--- config.mk ---
export PLATFORM = sky130hd
export DESIGN_NAME = modular_exponentiation_unit
export DESIGN_NICKNAME = d
export VERILOG_FILES = /design/src/hdl/mexp_pkg.sv /design/src/hdl/modular_exponentiation_unit.sv
export VERILOG_INCLUDE_DIRS = /design/src /design/src/hdl
export SDC_FILE = /design/constraint.sdc
export NUM_CORES = 1
export LEC_CHECK = 0
export CELL_PAD_IN_SITES_DETAIL_PLACEMENT = 0
export CELL_PAD_IN_SITES_GLOBAL_PLACEMENT = 1
export CORE_MARGIN = 10
export CORE_UTILIZATION = 40
export DETAILED_ROUTE_END_ITERATION = 6
export DONT_BUFFER_PORTS = 1
export GPL_TIMING_DRIVEN = 0
export PLACE_DENSITY_LB_ADDON = 0.1
export SYNTH_ARGS = -nofsm -noshare
export SYNTH_HDL_FRONTEND = slang
export SYNTH_SLANG_ARGS = --single-unit
export TNS_END_PERCENT = 50
--- constraint.sdc ---
create_clock -name clk_i -period 9.73 [get_ports clk_i]
set_input_delay 1.946 -clock clk_i [delete_from_list [all_inputs] [get_ports clk_i]]
set_output_delay 1.946 -clock clk_i [all_outputs]
set_load 0.1 [all_outputs]
--- src/hdl/modular_exponentiation_unit_macros.svh ---
// ----------------------------------------------------------------------------
// Assertion macros for the modular exponentiation unit
// Shared concurrent assertion forms, clocked on the rising edge and
// disabled while the active-low reset is asserted.
// ----------------------------------------------------------------------------
`ifndef MODULAR_EXPONENTIATION_UNIT_MACROS_SVH
`define MODULAR_EXPONENTIATION_UNIT_MACROS_SVH

// Same-cycle implication: when the antecedent holds, the consequent holds too.
`define MEXP_ASSERT_SAME(label, clk, rst_n, ante, cons, msg) \
  label: assert property (@(posedge clk) disable iff (!rst_n) (ante) |-> (cons)) \
    else $error(msg);

// Next-cycle implication: when the antecedent holds, the consequent holds in the
// following cycle.
`define MEXP_ASSERT_NEXT(label, clk, rst_n, ante, cons, msg) \
  label: assert property (@(posedge clk) disable iff (!rst_n) (ante) |=> (cons)) \
    else $error(msg);

`endif

--- src/hdl/mexp_pkg.sv ---
// ----------------------------------------------------------------------------
// Modular exponentiation package
// Field widths and default operand width for the modular exponentiation unit.
// ----------------------------------------------------------------------------
`timescale 1ns / 1ps

package mexp_pkg;

  // Width of each operand field on the stream ports.
  localparam int unsigned MEXP_FIELD_W = 64;

  // Default number of operand bits that take part in the computation.
  localparam int unsigned MEXP_WIDTH = 64;

  // Packed input beat: base, exponent, modulus from the lowest bit up.
  localparam int unsigned MEXP_IN_W = 3 * MEXP_FIELD_W;

endpackage

--- src/hdl/modular_exponentiation_unit.sv ---
// ----------------------------------------------------------------------------
// Modular exponentiation unit
// Computes base^exponent mod modulus by right-to-left square-and-multiply,
// with one bit-serial interleaved modular multiplier shared by all steps.
// ----------------------------------------------------------------------------
// Usage:
//   An input beat on the s_axis channel carries base, exponent and modulus.
//   Only the low WIDTH bits of each field are used. One result beat per input
//   leaves on the m_axis channel: the power in tdata and an error flag in
//   tuser, which is set (with a zero result) when the modulus is zero.
// Operation:
//   The multiplier consumes one multiplier bit per cycle, MSB first. The base
//   is first reduced modulo the modulus. Each exponent bit then takes a
//   decision step, a multiply into the running result for a set bit, and a
//   squaring of the base. Scanning stops after the highest set exponent bit.
//   A zero modulus skips the computation and goes straight to finish. One item
//   is worked on at a time.
// Reset and stalls:
//   Reset returns the unit to idle with no result pending. A finished result
//   waits in the output register while the receiver stalls; a new beat may
//   be accepted meanwhile, and its result waits until the register is free.
// ----------------------------------------------------------------------------
`timescale 1ns / 1ps

module modular_exponentiation_unit #(
  parameter int unsigned WIDTH = mexp_pkg::MEXP_WIDTH
) (
  input  logic                              clk_i,
  input  logic                              rst_ni,
  // Input stream; tdata fields from bit 0: base_value, exponent, modulus.
  input  logic                              s_axis_tvalid,
  output logic                              s_axis_tready,
  input  logic [mexp_pkg::MEXP_IN_W-1:0]    s_axis_tdata,
  // Output stream; tdata: power_result. tuser: modulus_error.
  output logic                              m_axis_tvalid,
  input  logic                              m_axis_tready,
  output logic [mexp_pkg::MEXP_FIELD_W-1:0] m_axis_tdata,
  output logic                              m_axis_tuser
);

  import mexp_pkg::*;

  `include "modular_exponentiation_unit_macros.svh"

  localparam int unsigned CNT_W = $clog2(WIDTH);
  localparam logic [CNT_W-1:0] CNT_LAST = CNT_W'(WIDTH - 1);

  typedef enum logic [2:0] {
    ST_IDLE,
    ST_REDUCE,
    ST_DECIDE,
    ST_MUL_ACC,
    ST_MUL_SQR,
    ST_FINISH
  } state_e;

  // Control and output registers.
  state_e                  state_q, state_d;
  logic [CNT_W-1:0]        cnt_q, cnt_d;
  logic                    out_valid_q, out_valid_d;
  logic [MEXP_FIELD_W-1:0] out_data_q, out_data_d;
  logic                    out_err_q, out_err_d;

  // Datapath registers.
  logic [WIDTH-1:0] mod_q, mod_d;     // modulus
  logic [WIDTH-1:0] exp_q, exp_d;     // exponent, shifted right per round
  logic [WIDTH-1:0] base_q, base_d;   // running base power, reduced
  logic [WIDTH-1:0] acc_q, acc_d;     // running result
  logic             err_q, err_d;     // zero modulus seen
  logic [WIDTH-1:0] mm_q, mm_d;       // multiplier partial result
  logic [WIDTH-1:0] mcand_q, mcand_d; // multiplicand
  logic [WIDTH-1:0] mplier_q, mplier_d; // multiplier bits, MSB first

  // Input field extraction.
  logic [WIDTH-1:0] in_base, in_exp, in_mod;
  assign in_base = s_axis_tdata[WIDTH-1:0];
  assign in_exp  = s_axis_tdata[MEXP_FIELD_W +: WIDTH];
  assign in_mod  = s_axis_tdata[2*MEXP_FIELD_W +: WIDTH];

  // One interleaved step: r = (2*mm + bit*mcand) mod m, with the sum below 3m.
  logic [WIDTH+1:0] step_sum, step_m1, step_m2, step_r;
  logic [WIDTH-1:0] step_val;
  logic             last_bit;

  always_comb begin
    step_sum = {1'b0, mm_q, 1'b0}
             + (mplier_q[WIDTH-1] ? {2'b00, mcand_q} : '0);
    step_m1  = {2'b00, mod_q};
    step_m2  = {1'b0, mod_q, 1'b0};
    if (step_sum >= step_m2) begin
      step_r = step_sum - step_m2;
    end else if (step_sum >= step_m1) begin
      step_r = step_sum - step_m1;
    end else begin
      step_r = step_sum;
    end
    step_val = step_r[WIDTH-1:0];
  end

  assign last_bit = (cnt_q == '0);

  // Sequencer and datapath next-state logic.
  always_comb begin
    state_d     = state_q;
    cnt_d       = cnt_q;
    out_valid_d = out_valid_q;
    out_data_d  = out_data_q;
    out_err_d   = out_err_q;
    mod_d       = mod_q;
    exp_d       = exp_q;
    base_d      = base_q;
    acc_d       = acc_q;
    err_d       = err_q;
    mm_d        = mm_q;
    mcand_d     = mcand_q;
    mplier_d    = mplier_q;

    // The pending result leaves when the receiver takes it.
    if (out_valid_q && m_axis_tready) begin
      out_valid_d = 1'b0;
    end

    case (state_q)
      ST_IDLE: begin
        if (s_axis_tvalid) begin
          mod_d    = in_mod;
          exp_d    = in_exp;
          // Reduce the base first: multiply by one against the raw base bits.
          mm_d     = '0;
          mcand_d  = WIDTH'(1);
          mplier_d = in_base;
          cnt_d    = CNT_LAST;
          if (in_mod == '0) begin
            acc_d   = '0;
            err_d   = 1'b1;
            state_d = ST_FINISH;
          end else begin
            acc_d   = WIDTH'(1);
            err_d   = 1'b0;
            state_d = ST_REDUCE;
          end
        end
      end
      ST_REDUCE: begin
        mm_d     = step_val;
        mplier_d = mplier_q << 1;
        cnt_d    = cnt_q - 1'b1;
        if (last_bit) begin
          base_d  = step_val;
          state_d = ST_DECIDE;
        end
      end
      ST_DECIDE: begin
        mm_d     = '0;
        mplier_d = base_q;
        cnt_d    = CNT_LAST;
        if (exp_q == '0) begin
          state_d = ST_FINISH;
        end else if (exp_q[0]) begin
          mcand_d = acc_q;
          state_d = ST_MUL_ACC;
        end else begin
          mcand_d = base_q;
          state_d = ST_MUL_SQR;
        end
      end
      ST_MUL_ACC: begin
        mm_d     = step_val;
        mplier_d = mplier_q << 1;
        cnt_d    = cnt_q - 1'b1;
        if (last_bit) begin
          acc_d    = step_val;
          mm_d     = '0;
          mcand_d  = base_q;
          mplier_d = base_q;
          cnt_d    = CNT_LAST;
          state_d  = ST_MUL_SQR;
        end
      end
      ST_MUL_SQR: begin
        mm_d     = step_val;
        mplier_d = mplier_q << 1;
        cnt_d    = cnt_q - 1'b1;
        if (last_bit) begin
          base_d  = step_val;
          exp_d   = exp_q >> 1;
          state_d = ST_DECIDE;
        end
      end
      ST_FINISH: begin
        if (!out_valid_q || m_axis_tready) begin
          out_valid_d = 1'b1;
          out_data_d  = MEXP_FIELD_W'(acc_q);
          out_err_d   = err_q;
          state_d     = ST_IDLE;
        end
      end
      default: begin
        state_d = ST_IDLE;
      end
    endcase
  end

  // State and registered outputs.
  always_ff @(posedge clk_i or negedge rst_ni) begin
    if (!rst_ni) begin
      state_q     <= ST_IDLE;
      cnt_q       <= '0;
      out_valid_q <= 1'b0;
      out_data_q  <= '0;
      out_err_q   <= 1'b0;
    end else begin
      state_q     <= state_d;
      cnt_q       <= cnt_d;
      out_valid_q <= out_valid_d;
      out_data_q  <= out_data_d;
      out_err_q   <= out_err_d;
    end
  end

  // Datapath registers need no reset.
  always_ff @(posedge clk_i) begin
    mod_q    <= mod_d;
    exp_q    <= exp_d;
    base_q   <= base_d;
    acc_q    <= acc_d;
    err_q    <= err_d;
    mm_q     <= mm_d;
    mcand_q  <= mcand_d;
    mplier_q <= mplier_d;
  end

  assign s_axis_tready = (state_q == ST_IDLE);
  assign m_axis_tvalid = out_valid_q;
  assign m_axis_tdata  = out_data_q;
  assign m_axis_tuser  = out_err_q;

  // Checks on the sequencer and the multiplier.
  `MEXP_ASSERT_SAME(a_mm_in_range, clk_i, rst_ni,
    (state_q == ST_REDUCE || state_q == ST_MUL_ACC || state_q == ST_MUL_SQR),
    (mm_q < mod_q), "partial product not reduced below the modulus")
  `MEXP_ASSERT_SAME(a_mul_nonzero_mod, clk_i, rst_ni,
    (state_q == ST_MUL_ACC || state_q == ST_MUL_SQR), (mod_q != '0),
    "multiplication started with a zero modulus")
  `MEXP_ASSERT_SAME(a_err_zero_result, clk_i, rst_ni,
    (m_axis_tvalid && m_axis_tuser), (m_axis_tdata == '0),
    "error beat carries a nonzero result")
  `MEXP_ASSERT_NEXT(a_zero_mod_finish, clk_i, rst_ni,
    (s_axis_tvalid && s_axis_tready && (in_mod == '0)),
    (state_q == ST_FINISH && err_q), "zero modulus did not go straight to finish")

endmodule
### Word level (Yosys, flattened, before mapping)

Index checks and enable logic that the tools add are counted.

| storage, ports and cells | value |
|---|---|
| output and inout port bits | 67 |
| input port bits | 196 |
| flip-flop bits (word level) | 524 |

| cells by class | value |
|---|---|
| add/sub/neg operators | 4 |
| equality and inequality tests | 11 |
| mux-type cells | 36 |
| order comparisons | 2 |
| reductions and logical operators | 20 |

Operators with widths:

| operator | number |
|---|---|
| 64-bit 2-to-1 mux | 15 |
| 64-bit case mux with 4 select lines | 2 |
| 64-bit case mux with 2 select lines | 2 |
| 64-bit case mux with 3 select lines | 1 |
| 64-bit logical NOT | 2 |
| 64-bit subtractor | 2 |
| 65-bit by 64-bit adder with 66-bit output | 1 |
| 66-bit by 64-bit >= comparator with 1-bit output | 1 |
| 66-bit by 65-bit >= comparator with 1-bit output | 1 |
| 6-bit case mux with 4 select lines | 1 |
| 3-bit 2-to-1 mux | 7 |
| 3-bit case mux with 5 select lines | 1 |
| 6-bit 2-to-1 mux | 2 |
| 2-bit != test, second input constant | 5 |
| 2-bit AND reduction | 4 |
| 4-bit AND reduction | 2 |
| 3-bit by 2-bit equality test with 1-bit output, second input constant | 2 |
| 3-bit equality test, second input constant | 2 |
| 6-bit logical NOT | 1 |
| 3-bit AND reduction | 2 |
| 6-bit by 1-bit subtractor with 6-bit output, second input constant | 1 |
| 1-bit 2-to-1 mux | 5 |
| 2-bit nonzero test | 2 |
| 4-bit nonzero test | 1 |
| other kinds (8) | 8 |

### Depth between registers and ports, before layout

| depth | value |
|---|---|
| depth in word-level cells | 7 |
| gate-level depth with buffers | 30 |
| mapped depth without buffers | 25 |

### Worst setup path after synthesis

OpenSTA, ideal clock, no wires.

| path | value |
|---|---|
| path type | input to register |
| from | input s_axis_tvalid |
| to | register cnt_q[5] |
| stages | 6 |
| arrival | 9.968 ns |
| path slack | -0.362 ns |
| cell sequence | nor2_1 -> mux2i_1 -> nand2_1 -> nor3_1 -> xnor2_1 -> nand2_1 |

| on the way | value |
|---|---|
| word-level cells in the longest chain between the ends | 2 |

RTL lines:

| item | RTL line | source |
|---|---|---|
| from (decl) | modular_exponentiation_unit.sv:31 | `input logic s_axis_tvalid,` |
| 2-bit != test (no source line) | - |  |
| 2-bit AND reduction (no source line) | - |  |
| to (signal assigned) | modular_exponentiation_unit.sv:214 | `cnt_q <= cnt_d;` |
| to (decl) | modular_exponentiation_unit.sv:59 | `logic [CNT_W-1:0] cnt_q, cnt_d;` |

Every way passes these cells.
A chain may end at the register's enable or synchronous reset.

### Worst setup path in the final report

| path | value |
|---|---|
| from | register mplier_q[63] |
| to | register base_q[63], data pin |

| on the way | value |
|---|---|
| word-level cells in the longest chain between the ends | 5 |

RTL lines:

| item | RTL line | source |
|---|---|---|
| from (decl) | modular_exponentiation_unit.sv:72 | `logic [WIDTH-1:0] mplier_q, mplier_d;` |
| from (signal assigned) | modular_exponentiation_unit.sv:230 | `mplier_q <= mplier_d;` |
| 64-bit 2-to-1 mux (*) | modular_exponentiation_unit.sv:87 | `+ (mplier_q[WIDTH-1] ? {2'b00, mcand_q} : '0);` |
| 65-bit by 64-bit adder with 66-bit output (*) | modular_exponentiation_unit.sv:87 |  |
| 64-bit subtractor or 66-bit by 64-bit >= comparator with 1-bit output (tied branches) | modular_exponentiation_unit.sv:93, modular_exponentiation_unit.sv:92 |  |
| 64-bit 2-to-1 mux | modular_exponentiation_unit.sv:92 | `end else if (step_sum >= step_m1) begin` |
| 64-bit 2-to-1 mux (*) | modular_exponentiation_unit.sv:90 | `if (step_sum >= step_m2) begin` |
| via step_r[63] | modular_exponentiation_unit.sv:81 | `logic [WIDTH+1:0] step_sum, step_m1, step_m2, step_r;` |
| to (signal assigned) | modular_exponentiation_unit.sv:225 | `base_q <= base_d;` |
| to (decl) | modular_exponentiation_unit.sv:67 | `logic [WIDTH-1:0] base_q, base_d;` |

Mark *: on every way through the listed nets, which the timed path passes. The rest lies on a longest branch.

==> out/metrics.cfg <==
[setup_path]
slowest_stage = edfxtp_1
cp_common_cell = clkbuf_1
worst-path-max-fanout = 10
r2r_slack_ps = 380
start_kind = flop
worstPathArrival_ps = 9720
worstPathRequired_ps = 10100
max_stage_delay_ps = 690
cp-end-kind = flop
worst_r2r_endpoint = base_q[63]
r2r_cells = 26
path_class = flop to flop
r2r-start = mplier_q[63]

[synthesis]
ys.warnings.count = 0
yosysUniqueCellTypes = 87
synthTopCellsByArea = edfxtp_1 (40%), ha_1 (7.1%), nand2_1 (5.7%)
synth_seq_area_share = 0.4528
synth_edf_count = 449
postSynthCellCount = 3549
syn_area_per_cell_um2 = 9.558
synth-seq-cells = 524
netlist_area_um2 = 33920
synth_ff_type = edfxtp_1
netlist.area_leader.share = 0.3975
yosys.area.top_type = edfxtp_1
async_reset_ff_frac = 0.1431
synth_nets = 3940

[finish]
layout_common_cells = nand2_1 (518), edfxtp_1 (449), a21oi_1 (302)
nNetsFinal = 4023
final_common_cell = nand2_1
regArea_um2 = 15360
multiInputGateArea_um2 = 17120
fill_cells = 8128
drive_gt1_frac = 0.07473
areaGrowthSynthToFinish_pct = 12.26
final_cells = 4815

[global_routing]
grt_max_degree = 76
antenna_found_initial = 5
grt_pass1_vias = 27342
grt_pass1_wl_um = 183900
grt_util_all_layers = 0.2525
grt_overflow = 0

[clock_network]
cts.sinks = 524
root_buffer = clkbuf_16
cts_tree = done
h-tree-depth = 2
max-clock-path-buffers = 3
cts_hold_repair.buffers = 0
numCtsBuffers = 59
path_clk_slew_ps = 70
clock_latency_ps = 670

[placed_design]
post-dp-hpwl_um = 104300
place.port_buffers = 0
gp_congestion = 0.9252
dp.cells = 4706

[sta]
maxSlewHeadroom = 0.06746
period_share = 0.9613
tightest_slew_ps = 1399
rsz0062_at_grt = false
skew_ps = 44.40
min_period_ps = 9354
fmax_mhz = 106.9
setup_viol = 0
hold_viol = 0
slew_viol_final = 0

[worst_hold_path]
hold_depth = 1
min_from = acc_q[39]
min_delay_worst_endpoint = m_axis_tdata[39]
hold_path_class = flop to flop

[outcome]
outcome = finished, violations left
violations = design-rule violations

[floorplanning]
die-area_um2 = 96850
num_io_pins = 263
initial_core_util = 0.4047
rows = 106
die_h_um = 311.2
die_w_um = 311.2
coreArea_um2 = 83820

[detailed_routing]
dr.pass1.iters = 7
routedWlPerCell_um = 26.57
first_iter_violations = 2743
via_per_inst = 5.822
drc = 8
vias = 28031
finalWirelength_um = 127900
detail-route-antenna-nets = 0

[job]
cap_violations = 0

==> metrics by stage <==
stage               hold WS (ps)  setup WS, ps  setup TNS [ps]  instance area (um2)  utilization
detailed placement         469.4        -480.6          -15810                35870       0.4279
floorplan                  453.9          2367               0                33930            -
finish                     491.0         376.2               0                38080       0.4543
global placement           463.7         -1165          -86710                35340       0.4217
CTS                        473.5         37.40               0                38060       0.4540
global route               506.6         8.949               0                38080       0.4543
==> worst max-delay path: cells and delay by family, from the launching register on <==
| kind | cells | cell delay [ps] |
|---|---|---|
| flops | 1 | 690 |
| compound gates | 6 | 2270 |
| xor+xnor | 1 | 460 |
| buf+inv | 6 | 2210 |
| fa+ha+maj | 2 | 540 |
| mux | 1 | 630 |
| simple gates | 10 | 2240 |
==> how the worst max path moves through the flow <==
stage	from	end	cells after the start	slack (ps)
floorplan	s_axis_tvalid	cnt_q[5]	6	2370
global placement	state_q[1]	acc_q[57]	5	-1170
detailed placement	mplier_q[63]	acc_q[63]	27	-480
CTS	mplier_q[63]	acc_q[24]	28	40
global route	mplier_q[63]	acc_q[43]	27	9
finish	mplier_q[63]	base_q[63]	26	380
==> layout make-up <==
class,count,area share
sequential,524,0.4034
inverter,219,0.02165
buffer,184,0.01925
multi-input combinational,2621,0.4497
clock inverter,26,0.01140
antenna,1,0.00006571
tap,1134,0.03726
clock buffer,83,0.04544
timing repair buffer,23,0.01189
==> synthesized netlist by cell type, drive strengths merged, types with 10 or more instances <==
| cell | count |
|---|---|
| and2 | 109 |
| dfrtp | 75 |
| edfxtp | 449 |
| nor3 | 53 |
| nor2b | 17 |
| nor2 | 243 |
| clkbuf | 154 |
| a31oi | 37 |
| mux2 | 86 |
| a21oi | 303 |
| o21a | 31 |
| buf | 31 |
| nand2b | 15 |
| or3 | 11 |
| ha | 192 |
| xor2 | 69 |
| and3 | 34 |
| mux2i | 32 |
| o21ai | 169 |
| or2 | 10 |
| xnor2 | 101 |
| nand3 | 50 |
| o21bai | 51 |
| o211ai | 14 |
| a211oi | 38 |
| a221oi | 11 |
| a222oi | 63 |
| nand2 | 518 |
| inv | 219 |
| nand4 | 68 |
| a21o | 96 |
| nor4 | 48 |
| o31ai | 21 |
==> flip-flops by register name, summed over array words and instances (netlist names) <==
register and flops:
cnt_q 6, state_q 3, mcand_q 64, m_axis_tvalid 1
mm_q 64, acc_q 64, base_q 64, err_q 1
exp_q 64, mplier_q 64, m_axis_tdata 64, m_axis_tuser 1
mod_q 64
==> logic make-up (layout without fill, tap and decap cells) <==
logic type,count (synthesis),in the layout,synth area share
buf+inv,404,535,0.04592
compound gates,928,928,0.1800
other cells,0,1,0
fa+ha+maj,195,195,0.07259
simple gates,1210,1210,0.1661
xor+xnor,170,170,0.04389
mux,118,118,0.03866
flops,524,524,0.4528
==> layer usage <==
layer | track usage | routed length [um] | vias to the layer above
li1 | - | - | 13185
met1 | 0.3127 | 52250 | 13802
met2 | 0.4463 | 64220 | 878
met3 | 0.04074 | 7716 | 164
met4 | 0.07493 | 3753 | 2
met5 | 0 | 11 | -
==> repair_timing <==
item / 4_1_cts / 5_1_grt
endpoints found under the setup margin: 105 / 114
resized for setup: 3 / 7
buffers inserted: 0 / 0
Power is left out: the tool's default activity adds up to more than one toggle a clock period on the data nets, which glitch-free logic cannot reach.
